==> src/rtl/core/jsu_pkg.sv <==
// Shared types and character constants for the JSON string unescaper.
// Used by the front decoder, the job queue, the byte emitter and the top level.
`default_nettype none

package jsu_pkg;

    typedef enum logic [1:0] {
        PH_NORMAL = 2'd0,
        PH_ESCAPE = 2'd1,
        PH_HEX    = 2'd2,
        PH_HALT   = 2'd3
    } phase_t;

    // One decoded input item: up to three result bytes, emitted bytes[0] first
    typedef struct packed {
        logic [2:0][7:0] bytes;
        logic [1:0]      count_m1;   // number of results minus one
        logic            has_data;   // zero for a bare end marker
        logic            str_last;   // item closes the string
    } job_t;

    localparam logic [7:0] CHAR_BSLASH = 8'h5C;
    localparam logic [7:0] CHAR_U      = 8'h75;
    localparam logic [7:0] CHAR_B      = 8'h62;
    localparam logic [7:0] CHAR_F      = 8'h66;
    localparam logic [7:0] CHAR_N      = 8'h6E;
    localparam logic [7:0] CHAR_R      = 8'h72;
    localparam logic [7:0] CHAR_T      = 8'h74;
    localparam logic [7:0] CTRL_BS     = 8'h08;
    localparam logic [7:0] CTRL_FF     = 8'h0C;
    localparam logic [7:0] CTRL_LF     = 8'h0A;
    localparam logic [7:0] CTRL_CR     = 8'h0D;
    localparam logic [7:0] CTRL_TAB    = 8'h09;

    localparam logic [7:0] UTF8_LEAD2  = 8'hC0;
    localparam logic [7:0] UTF8_LEAD3  = 8'hE0;
    localparam logic [7:0] UTF8_CONT   = 8'h80;

endpackage

`default_nettype wire

==> src/rtl/core/jsu_front.sv <==
// Front decoder: escape state machine, hex gathering and UTF-8 encoding.
// Turns an accepted byte into at most one queue job. Depends on jsu_pkg.
`default_nettype none

module jsu_front (
    input  wire logic         aclk,
    input  wire logic         aresetn,
    input  wire logic         accept,
    input  wire logic [7:0]   in_byte,
    input  wire logic         last_byte,
    output jsu_pkg::job_t     job,
    output logic              job_push
);

    jsu_pkg::phase_t phase_reg, phase_next;
    logic [1:0]      digits_reg, digits_next;
    logic [11:0]     accum_reg, accum_next;

    logic            hex_ok;
    logic [3:0]      hex_val;
    logic [7:0]      esc_byte;
    logic [15:0]     cp;
    logic [1:0]      emit_cnt;
    logic [2:0][7:0] emit_bytes;

    always_comb begin
        hex_ok  = 1'b1;
        hex_val = 4'd0;
        if (in_byte >= 8'h30 && in_byte <= 8'h39) begin
            hex_val = in_byte[3:0];
        end else if ((in_byte >= 8'h61 && in_byte <= 8'h66) ||
                     (in_byte >= 8'h41 && in_byte <= 8'h46)) begin
            hex_val = in_byte[3:0] + 4'd9;
        end else begin
            hex_ok = 1'b0;
        end
    end

    always_comb begin
        unique case (in_byte)
            jsu_pkg::CHAR_B: esc_byte = jsu_pkg::CTRL_BS;
            jsu_pkg::CHAR_F: esc_byte = jsu_pkg::CTRL_FF;
            jsu_pkg::CHAR_N: esc_byte = jsu_pkg::CTRL_LF;
            jsu_pkg::CHAR_R: esc_byte = jsu_pkg::CTRL_CR;
            jsu_pkg::CHAR_T: esc_byte = jsu_pkg::CTRL_TAB;
            default:         esc_byte = in_byte;
        endcase
    end

    assign cp = {accum_reg, hex_val};

    // Next state
    always_comb begin
        phase_next  = phase_reg;
        digits_next = digits_reg;
        accum_next  = accum_reg;
        unique case (phase_reg)
            jsu_pkg::PH_NORMAL: begin
                if (in_byte == jsu_pkg::CHAR_BSLASH && !last_byte) begin
                    phase_next = jsu_pkg::PH_ESCAPE;
                end
            end
            jsu_pkg::PH_ESCAPE: begin
                if (in_byte == jsu_pkg::CHAR_U) begin
                    phase_next  = jsu_pkg::PH_HEX;
                    digits_next = 2'd0;
                    accum_next  = 12'd0;
                end else begin
                    phase_next = jsu_pkg::PH_NORMAL;
                end
            end
            jsu_pkg::PH_HEX: begin
                if (!hex_ok) begin
                    phase_next = jsu_pkg::PH_HALT;
                end else if (digits_reg == 2'd3) begin
                    phase_next  = jsu_pkg::PH_NORMAL;
                    digits_next = 2'd0;
                    accum_next  = 12'd0;
                end else begin
                    accum_next  = {accum_reg[7:0], hex_val};
                    digits_next = digits_reg + 2'd1;
                end
            end
            jsu_pkg::PH_HALT: begin
                phase_next = jsu_pkg::PH_HALT;
            end
            default: begin
                phase_next = jsu_pkg::PH_NORMAL;
            end
        endcase
        // end of string returns to the idle state
        if (last_byte) begin
            phase_next  = jsu_pkg::PH_NORMAL;
            digits_next = 2'd0;
            accum_next  = 12'd0;
        end
    end

    // Outputs
    always_comb begin
        emit_cnt   = 2'd0;
        emit_bytes = '0;
        unique case (phase_reg)
            jsu_pkg::PH_NORMAL: begin
                if (!(in_byte == jsu_pkg::CHAR_BSLASH && !last_byte)) begin
                    emit_cnt      = 2'd1;
                    emit_bytes[0] = in_byte;
                end
            end
            jsu_pkg::PH_ESCAPE: begin
                if (in_byte != jsu_pkg::CHAR_U) begin
                    emit_cnt      = 2'd1;
                    emit_bytes[0] = esc_byte;
                end
            end
            jsu_pkg::PH_HEX: begin
                if (hex_ok && digits_reg == 2'd3) begin
                    if (cp[15:7] == 9'd0) begin
                        emit_cnt      = 2'd1;
                        emit_bytes[0] = cp[7:0];
                    end else if (cp[15:11] == 5'd0) begin
                        emit_cnt      = 2'd2;
                        emit_bytes[0] = jsu_pkg::UTF8_LEAD2 | {3'd0, cp[10:6]};
                        emit_bytes[1] = jsu_pkg::UTF8_CONT | {2'd0, cp[5:0]};
                    end else begin
                        emit_cnt      = 2'd3;
                        emit_bytes[0] = jsu_pkg::UTF8_LEAD3 | {4'd0, cp[15:12]};
                        emit_bytes[1] = jsu_pkg::UTF8_CONT | {2'd0, cp[11:6]};
                        emit_bytes[2] = jsu_pkg::UTF8_CONT | {2'd0, cp[5:0]};
                    end
                end
            end
            default: begin
                emit_cnt = 2'd0;
            end
        endcase
    end

    always_comb begin
        job.bytes    = emit_bytes;
        job.has_data = (emit_cnt != 2'd0);
        job.count_m1 = (emit_cnt == 2'd0) ? 2'd0 : emit_cnt - 2'd1;
        job.str_last = last_byte;
        job_push     = accept && ((emit_cnt != 2'd0) || last_byte);
    end

    always_ff @(posedge aclk) begin
        if (!aresetn) begin
            phase_reg  <= jsu_pkg::PH_NORMAL;
            digits_reg <= 2'd0;
            accum_reg  <= 12'd0;
        end else if (accept) begin
            phase_reg  <= phase_next;
            digits_reg <= digits_next;
            accum_reg  <= accum_next;
        end
    end

endmodule

`default_nettype wire

==> src/rtl/core/jsu_queue.sv <==
// Short job queue between the decoder and the byte emitter.
// Register file with head and tail pointers. Depends on jsu_pkg.
`default_nettype none

module jsu_queue #(
    parameter int DEPTH = 4
) (
    input  wire logic          aclk,
    input  wire logic          aresetn,
    input  wire logic          push,
    input  jsu_pkg::job_t      push_job,
    output logic               full,
    input  wire logic          pop,
    output jsu_pkg::job_t      head,
    output logic               empty
);

    localparam int PTR_W = (DEPTH > 1) ? $clog2(DEPTH) : 1;
    localparam int CNT_W = $clog2(DEPTH + 1);

    jsu_pkg::job_t mem_reg [DEPTH];
    logic [PTR_W-1:0] wr_ptr_reg, rd_ptr_reg;
    logic [CNT_W-1:0] count_reg, count_next;

    function automatic logic [PTR_W-1:0] ptr_inc(input logic [PTR_W-1:0] p);
        ptr_inc = (p == PTR_W'(DEPTH - 1)) ? '0 : p + PTR_W'(1);
    endfunction

    assign full  = (count_reg == CNT_W'(DEPTH));
    assign empty = (count_reg == '0);
    assign head  = mem_reg[rd_ptr_reg];

    always_comb begin
        count_next = count_reg;
        if (push && !pop) begin
            count_next = count_reg + CNT_W'(1);
        end else if (pop && !push) begin
            count_next = count_reg - CNT_W'(1);
        end
    end

    always_ff @(posedge aclk) begin
        if (!aresetn) begin
            wr_ptr_reg <= '0;
            rd_ptr_reg <= '0;
            count_reg  <= '0;
        end else begin
            if (push) begin
                wr_ptr_reg <= ptr_inc(wr_ptr_reg);
            end
            if (pop) begin
                rd_ptr_reg <= ptr_inc(rd_ptr_reg);
            end
            count_reg <= count_next;
        end
    end

    always_ff @(posedge aclk) begin
        if (push) begin
            mem_reg[wr_ptr_reg] <= push_job;
        end
    end

endmodule

`default_nettype wire

==> src/rtl/core/jsu_emit.sv <==
// Byte emitter: walks the bytes of the head job into the output register.
// Pops the job with its final byte. Depends on jsu_pkg.
`default_nettype none

module jsu_emit (
    input  wire logic        aclk,
    input  wire logic        aresetn,
    input  jsu_pkg::job_t    head,
    input  wire logic        head_valid,
    output logic             pop,
    output logic             m_valid,
    input  wire logic        m_ready,
    output logic [7:0]       m_byte,
    output logic             m_byte_valid,
    output logic             m_run_last,
    output logic             m_string_end
);

    logic [1:0] idx_reg;
    logic       valid_reg;
    logic [7:0] byte_reg;
    logic       bv_reg, rl_reg, se_reg;

    logic       load;
    logic       is_final;
    logic [7:0] sel_byte;

    always_comb begin
        unique case (idx_reg)
            2'd0:    sel_byte = head.bytes[0];
            2'd1:    sel_byte = head.bytes[1];
            2'd2:    sel_byte = head.bytes[2];
            default: sel_byte = 8'd0;
        endcase
    end

    assign load     = head_valid && (!valid_reg || m_ready);
    assign is_final = (idx_reg == head.count_m1);
    assign pop      = load && is_final;

    always_ff @(posedge aclk) begin
        if (!aresetn) begin
            idx_reg   <= 2'd0;
            valid_reg <= 1'b0;
        end else begin
            if (load) begin
                valid_reg <= 1'b1;
                idx_reg   <= is_final ? 2'd0 : idx_reg + 2'd1;
            end else if (m_ready) begin
                valid_reg <= 1'b0;
            end
        end
    end

    always_ff @(posedge aclk) begin
        if (load) begin
            byte_reg <= sel_byte;
            bv_reg   <= head.has_data;
            rl_reg   <= is_final;
            se_reg   <= is_final && head.str_last;
        end
    end

    assign m_valid      = valid_reg;
    assign m_byte       = byte_reg;
    assign m_byte_valid = bv_reg;
    assign m_run_last   = rl_reg;
    assign m_string_end = se_reg;

endmodule

`default_nettype wire

==> src/rtl/core/json_string_unescape.sv <==
// JSON string body unescaper, top level: decoder, job queue, byte emitter.
// Depends on jsu_pkg, jsu_front, jsu_queue and jsu_emit.
//
//   channel  dir  tdata                          tuser         tlast
//   s_axis   in   [7:0] in_byte                  -             last_byte
//   m_axis   out  [7:0] out_byte, [8] run_last   [0] byte_valid string_end
//
// An input byte is taken every cycle while the job queue has room; a \u
// escape that expands to two or three bytes holds the emitter, one result
// byte per cycle while m_axis_tready is high. Back-pressure on m_axis fills
// the QUEUE_DEPTH-entry queue, then drops s_axis_tready. Reset returns the
// decoder to the pass-through phase.
`default_nettype none

module json_string_unescape #(
    parameter int QUEUE_DEPTH = 4
) (
    input  wire logic        aclk,
    input  wire logic        aresetn,
    input  wire logic        s_axis_tvalid,
    output logic             s_axis_tready,
    input  wire logic [7:0]  s_axis_tdata,   // [7:0] in_byte
    input  wire logic        s_axis_tlast,
    output logic             m_axis_tvalid,
    input  wire logic        m_axis_tready,
    output logic [15:0]      m_axis_tdata,   // [7:0] out_byte, [8] run_last
    output logic [0:0]       m_axis_tuser,   // [0] byte_valid
    output logic             m_axis_tlast
);

    jsu_pkg::job_t front_job, head_job;
    logic          job_push, q_full, q_empty, q_pop, accept;
    logic [7:0]    out_byte;
    logic          byte_valid, run_last, string_end;

    assign s_axis_tready = !q_full;
    assign accept        = s_axis_tvalid && s_axis_tready;

    jsu_front u_front (
        .aclk      (aclk),
        .aresetn   (aresetn),
        .accept    (accept),
        .in_byte   (s_axis_tdata),
        .last_byte (s_axis_tlast),
        .job       (front_job),
        .job_push  (job_push)
    );

    jsu_queue #(
        .DEPTH (QUEUE_DEPTH)
    ) u_queue (
        .aclk     (aclk),
        .aresetn  (aresetn),
        .push     (job_push),
        .push_job (front_job),
        .full     (q_full),
        .pop      (q_pop),
        .head     (head_job),
        .empty    (q_empty)
    );

    jsu_emit u_emit (
        .aclk         (aclk),
        .aresetn      (aresetn),
        .head         (head_job),
        .head_valid   (!q_empty),
        .pop          (q_pop),
        .m_valid      (m_axis_tvalid),
        .m_ready      (m_axis_tready),
        .m_byte       (out_byte),
        .m_byte_valid (byte_valid),
        .m_run_last   (run_last),
        .m_string_end (string_end)
    );

    assign m_axis_tdata = {7'd0, run_last, out_byte};
    assign m_axis_tuser = byte_valid;
    assign m_axis_tlast = string_end;

    // end of string always closes a run
    assert property (@(posedge aclk) disable iff (!aresetn)
        m_axis_tvalid && m_axis_tlast |-> m_axis_tdata[8])
        else $error("string end without run end");

    // a result with no data is only the bare end marker
    assert property (@(posedge aclk) disable iff (!aresetn)
        m_axis_tvalid && !m_axis_tuser[0] |->
            m_axis_tlast && m_axis_tdata[8] && (m_axis_tdata[7:0] == 8'd0))
        else $error("empty result that is not an end marker");

    // the queue never takes a job while full
    assert property (@(posedge aclk) disable iff (!aresetn)
        !(job_push && q_full))
        else $error("push into full queue");

    // a pop only happens when a job waits
    assert property (@(posedge aclk) disable iff (!aresetn)
        q_pop |-> !q_empty)
        else $error("pop from empty queue");

endmodule

`default_nettype wire
==> config.mk <==
export PLATFORM = sky130hd
export DESIGN_NAME = json_string_unescape
export DESIGN_NICKNAME = d
export VERILOG_FILES = /design/src/rtl/core/jsu_pkg.sv /design/src/rtl/core/jsu_front.sv /design/src/rtl/core/jsu_queue.sv /design/src/rtl/core/jsu_emit.sv /design/src/rtl/core/json_string_unescape.sv
export SDC_FILE = /design/constraint.sdc
export NUM_CORES = 1
export LEC_CHECK = 0
export ABC_CLOCK_PERIOD_IN_PS = 4480
export BUFFER_PORTS_ARGS = -buffer_cell sky130_fd_sc_hd__clkbuf_2
export CORE_UTILIZATION = 60
export CTS_BUF_LIST = sky130_fd_sc_hd__clkbuf_16
export CTS_CLUSTER_DIAMETER = 30
export CTS_CLUSTER_SIZE = 30
export DETAILED_ROUTE_END_ITERATION = 8
export GPL_TIMING_DRIVEN = 0
export PLACE_DENSITY = 0.78
export SETUP_SLACK_MARGIN = 0.5
export SKIP_LAST_GASP = 1
export SYNTH_ARGS = -nofsm -noshare
export SYNTH_HDL_FRONTEND = slang
export SYNTH_HIERARCHICAL = 1
export SYNTH_SLANG_ARGS = --single-unit
==> constraint.sdc <==
create_clock -name aclk -period 4.48 [get_ports aclk]
set_input_delay 0.896 -clock aclk [delete_from_list [all_inputs] [get_ports aclk]]
set_output_delay 0.896 -clock aclk [all_outputs]
set_load 0.02 [all_outputs]
After elaboration in Yosys (flattened, before gate mapping)
Memory sizes are Yosys's and may differ from the RTL's. A register that Yosys moved wholly into a read port is not among the register bits.
Index checks and enable logic that the tools add are counted.
- register bits: 37
- bits in latches: 0
- memory bits (writable): 112
- bits in read-only memories: 0
- input bits: 13
- output and inout port bits: 20
- word-level logic and storage cells: 131
- memories: 1
- memory list (memory ; words ; bits a word ; read ports ; clocked after memory_dff ; wr ports ; RTL line ; source):
    u_queue.mem_reg ; 4 ; 28 ; 1 ; 1 ; 1 ; jsu_queue.sv:21 ; jsu_pkg::job_t mem_reg [DEPTH];
- $add $sub $neg: 8
- multiply operators: 0
- div/mod/pow operators: 0
- order comparisons: 6
- equal/unequal tests: 22
- shift operators: 0
- mux-type cells: 49
- bitwise operators: 0
- reductions and logical operators: 33
- operator list (kind ; number):
    $eq A8 B7 Y1 const B ; 7
    $mux W12 ; 4
    $pmux W8 S3 ; 2
    $pmux W8 S5 ; 1
    $mux W2 ; 17
    $mux W16 ; 2
    $mux W8 ; 4
    $mux W24 ; 1
    $pmux W12 S2 ; 1
    $ge A8 B7 Y1 const B ; 2
    $le A8 B7 Y1 const B ; 2
    $mux W14 ; 1
    $eq A2 B2 Y1 const B ; 6
    $logic_and A1 B1 Y1 ; 12
    $logic_not A9 Y1 ; 1
    $mux W1 ; 9
    $ne A3 B2 Y1 const B ; 3
    $add A2 B1 Y2 const B ; 4
    $ge A8 B6 Y1 const B ; 1
    $le A8 B6 Y1 const B ; 1
    $mux W4 ; 2
    $ne A8 B7 Y1 const B ; 1
    $pmux W2 S4 ; 1
    $logic_not A1 Y1 ; 6
    19 further kinds ; 27

Logic depth before layout (Yosys ltp)
- word-level depth: 15
- depth in mapped cells: 14
- mapped depth without buffers: 13

Modules after synthesis
Netlist, hierarchy kept.
- by module, submodules not included (module ; instances ; cells an instance ; area an instance (um^2) ; seq. area each (um^2)):
    jsu_queue ; 1 ; 190 ; 4548.1 ; 3543.4
    jsu_front ; 1 ; 199 ; 1536.5 ; 320.3
    jsu_emit ; 1 ; 55 ; 676.9 ; 390.4
    json_string_unescape ; 1 ; 12 ; 77.6 ; 0.0

Least setup slack after synthesis
OpenSTA, ideal clock, no wires.
- path kind: input to register
- from: input port s_axis_tdata[0]
- to: register u_queue.count_reg[2]
- library setup time: 76 ps
- arrival: 3675 ps
- required time: 4404 ps
- setup slack: 729 ps
- stages on the path: 14
- path buffers: 1
- cells stage by stage: clkbuf_1 -> inv_1 -> ha_1 -> nor3b_2 -> nor4_4 -> o21ai_1 -> nand2_1 -> o21a_1 -> ha_1 -> inv_1 -> fa_1 -> xor2_1 -> or3_1 -> a21boi_0
- RTL lines (item ; RTL line ; source):
    start, declared ; json_string_unescape.sv:22 ; input wire logic [7:0] s_axis_tdata,
    end signal, assigned ; jsu_queue.sv:54 ; count_reg <= count_next;
    end, declared ; jsu_queue.sv:23 ; logic [CNT_W-1:0] count_reg, count_next;

==> metrics.txt <==
wire per inst=roughly 21 µm; Primary FF master, synth=edfxtp_1; largest net degree at the start of global routing=29; antenna violations before repair=0; Switching Share=between 20% and 30%; count leader, synth=edfxtp_1; CTS tree=yes; Reg area=0.00425 mm²; # rows=38; Iter 0 DRT Violations=364; max reg flops=around 110; total leakage power=0.00274 µW; Least-Margin Pin Slew=0.807 ns; I/O Buffers=23; number of diodes=0; clock slew seen by the registers of the worst setup and hold paths=around 0.060 ns; Post-route DRC=0; Slew headroom=45.7%; Mapped Cells=between 400 and 500; Synth top area share=54.0%; CTS root buf=clkbuf_16; total global-route track usage=26.1%; kind of cell adding the most delay to the critical path=simple AND/OR/NAND/NOR gates; switching pwr=1210 µW; Routed Antenna Nets=0; Die Area=about 0.012 mm²; Async SR Flop Fraction=0%; crit path launch type=primary input; max-cap viol count=0; maximum VDD drop=0.000382 V; Buf/Inv on CP=4; critical-path cell list=clkbuf_2 -> clkbuf_2 -> inv_1 -> ha_1 -> nor3b_2 -> nor4_2 -> o21ai_2 -> nand2_1 -> o21a_2 -> ha_1 -> inv_1 -> fa_1 -> xor2_1 -> or3_1 -> a21boi_0; yosys warns=6; vias=4173; final hold vios=0; 1st-pass router iterations=6; power density cells=between 500 and 600 mW/mm²; Layout Utilization=70.9%; delay of the slowest cell on the worst path=0.40 ns; leading area contributor after synthesis=edfxtp_1; crit path max-delay cell type=nor4_2; multi-input logic area=0.00233 mm²; Filler Cell Count=699; number of H-tree levels=4; layout cells sized above 1=23.7%; kind of critical path=in -> reg; via/cell ratio=6.33; min Tclk post-route=around 3.7 ns; Internal=3070 µW; Placer Congestion=0.924; IO Pins=33; core box area=0.0110 mm²; Seq pwr share=42.4%; Worst Clk Skew=0.00648 ns; largest cells by area after synthesis=edfxtp_1 54%, dfxtp_1 8.2%, mux4_2 6.6%; EDFF count, synth=roughly 120; Synth Register Bits=151; unrepaired setup endpoints after global routing=false; Post-CTS Setup Bufs=0; Routed WL=14.2 mm; Clk pwr share=approximately 33%; synthesized area=between 0.006 and 0.007 mm²; Worst EP arrival=about 4.1 ns; detailed placer's ending HPWL=9.17 mm; area growth from synthesis to layout=13.8%; final setup fails=0; worst hold slack=0.497 ns; hold crit path type=reg -> reg; number of buffers created by CTS=17; Data required, critical path=4.82 ns; Mean Syn Cell Area=15.0 µm²; fraction of the yosys area taken by sequential cells=62.2%; Die Width=109 µm; outcome=complete, no violations; clk sinks=151; CTS Buffer Depth=2; Remaining Overflow, GRT=0; Clk Latency, worst-skew pair=between 0.4 and 0.5 ns; Initial Util=around 62%; # nets final=approximately 540; Setup TNS=0 ns; Critical Path Sink Type=register; period utilization=83.6%; Logic pwr share=25.0%; fmax=approximately 270 MHz; Slew Limit Fails=0; Yosys cell types=70; synth cell count leaders=123 x edfxtp_1, 28 x dfxtp_1, 25 x nor2_1, 20 x mux4_2, 18 x inv_1; die extent in y=109 µm; worst-path maximum fanout=8; vias in the first global route=4099; first-pass GRT wire length=22.2 mm
-- area by class of cell --
class	count	share of cell area, %
inverter	19	0.916
tap	140	2.25
buffer	33	2.91
timing repair buffer	24	1.83
sequential	151	54.6
clock inverter	15	2.07
multi-input combinational	260	29.9
clock buffer	17	5.46
-- path summary, 6_finish.rpt --
path / from / endpoint / slack, ns / cells after the start
setup / recovery: s_axis_tdata[0] / u_queue/count_reg[2]$_SDFFE_PN0P_ / 0.74 / 15
hold / removal: u_front/digits_reg[1]$_SDFFE_PN0P_ / u_front/digits_reg[1]$_SDFFE_PN0P_ / 0.50 / 2
setup reg to reg: register / u_queue/count_reg[2]$_SDFFE_PN0P_ / 1.27 / 13
hold reg to reg: u_front/digits_reg[1]$_SDFFE_PN0P_ / u_front/digits_reg[1]$_SDFFE_PN0P_ / 0.50 / 2
-- power groups by stage --
stage	combinational (µW)	sequential, µW	clock (µW)
floorplan	724	1880	0
global placement	1020	1830	0
detailed placement	1060	1840	0
CTS	1080	1820	1410
global route	1160	1830	1460
finish	1070	1810	1400
-- metal layers --
| layer | vias up | GRT usage (%) | wire length [µm] |
|---|---|---|---|
| met2 | 222 | 42.7 | 7120 |
| li1 | 1875 | - | - |
| met5 | - | 0 | 0 |
| met3 | 20 | 6.46 | 1010 |
| met1 | 2056 | 33.9 | 5790 |
| met4 | 0 | 10.0 | 239 |
-- worst register-to-register path: cells and delay by family (launching register included) --
family	cells	cell delay (ns)
buffers and inverters	4	0.78
AND/OR/NAND/NOR	3	0.61
adder cells (fa/ha/maj)	2	0.55
multiplexers	1	0.39
XOR/XNOR	2	0.36
flip-flops	1	0.30
AO/OA/AOI/OAI	1	0.16
-- cells in the final DEF (no fill, tap or decap), types with 7 or more instances in the layout --
master / count
a21oi_1: 13
a222oi_1: 8
a22o_1: 8
and2_1: 10
buf_2: 7
buf_4: 11
clkbuf_16: 17
clkbuf_2: 27
conb_1: 9
dfxtp_1: 28
edfxtp_1: 123
ha_1: 15
inv_1: 18
mux4_1: 8
mux4_2: 20
nand2_1: 13
nand3_1: 7
nor2_1: 25
nor2b_1: 8
nor3_1: 7
o21ai_0: 11
-- through the flow --
stage          std cells  total power [µW]  area (µm²)  setup WS (ns)
2_1_floorplan        463              2610        6870          0.729
3_3_place_gp         626              2850        7160         -0.252
3_5_place_dp         627              2900        7190         -0.252
4_1_cts              659              4300        7780          0.536
5_1_grt              659              4460        7790          0.576
6_report             659              4280        7790          0.736
-- cells by family (layout without fill, tap and decap cells) --
group | count (synthesis) | in the layout | share of synthesized area, %
buf+inv | 52 | 108 | 4.34
other cells | 2 | 9 | 0.110
compound gates | 80 | 80 | 8.76
xor+xnor | 7 | 7 | 0.896
fa+ha+maj | 16 | 16 | 3.04
flops | 151 | 151 | 62.2
simple gates | 111 | 111 | 9.62
mux | 37 | 37 | 11.0
-- what timing repair did --
item | CTS | global route
endpoints found under the hold margin | 0 | 0
pin swaps | 0 | 0
resized for setup | 3 | 3
setup endpoints to repair | 29 | 18
hold buffers | 0 | 0
Note: power is estimated with default switching activity, not from simulation.
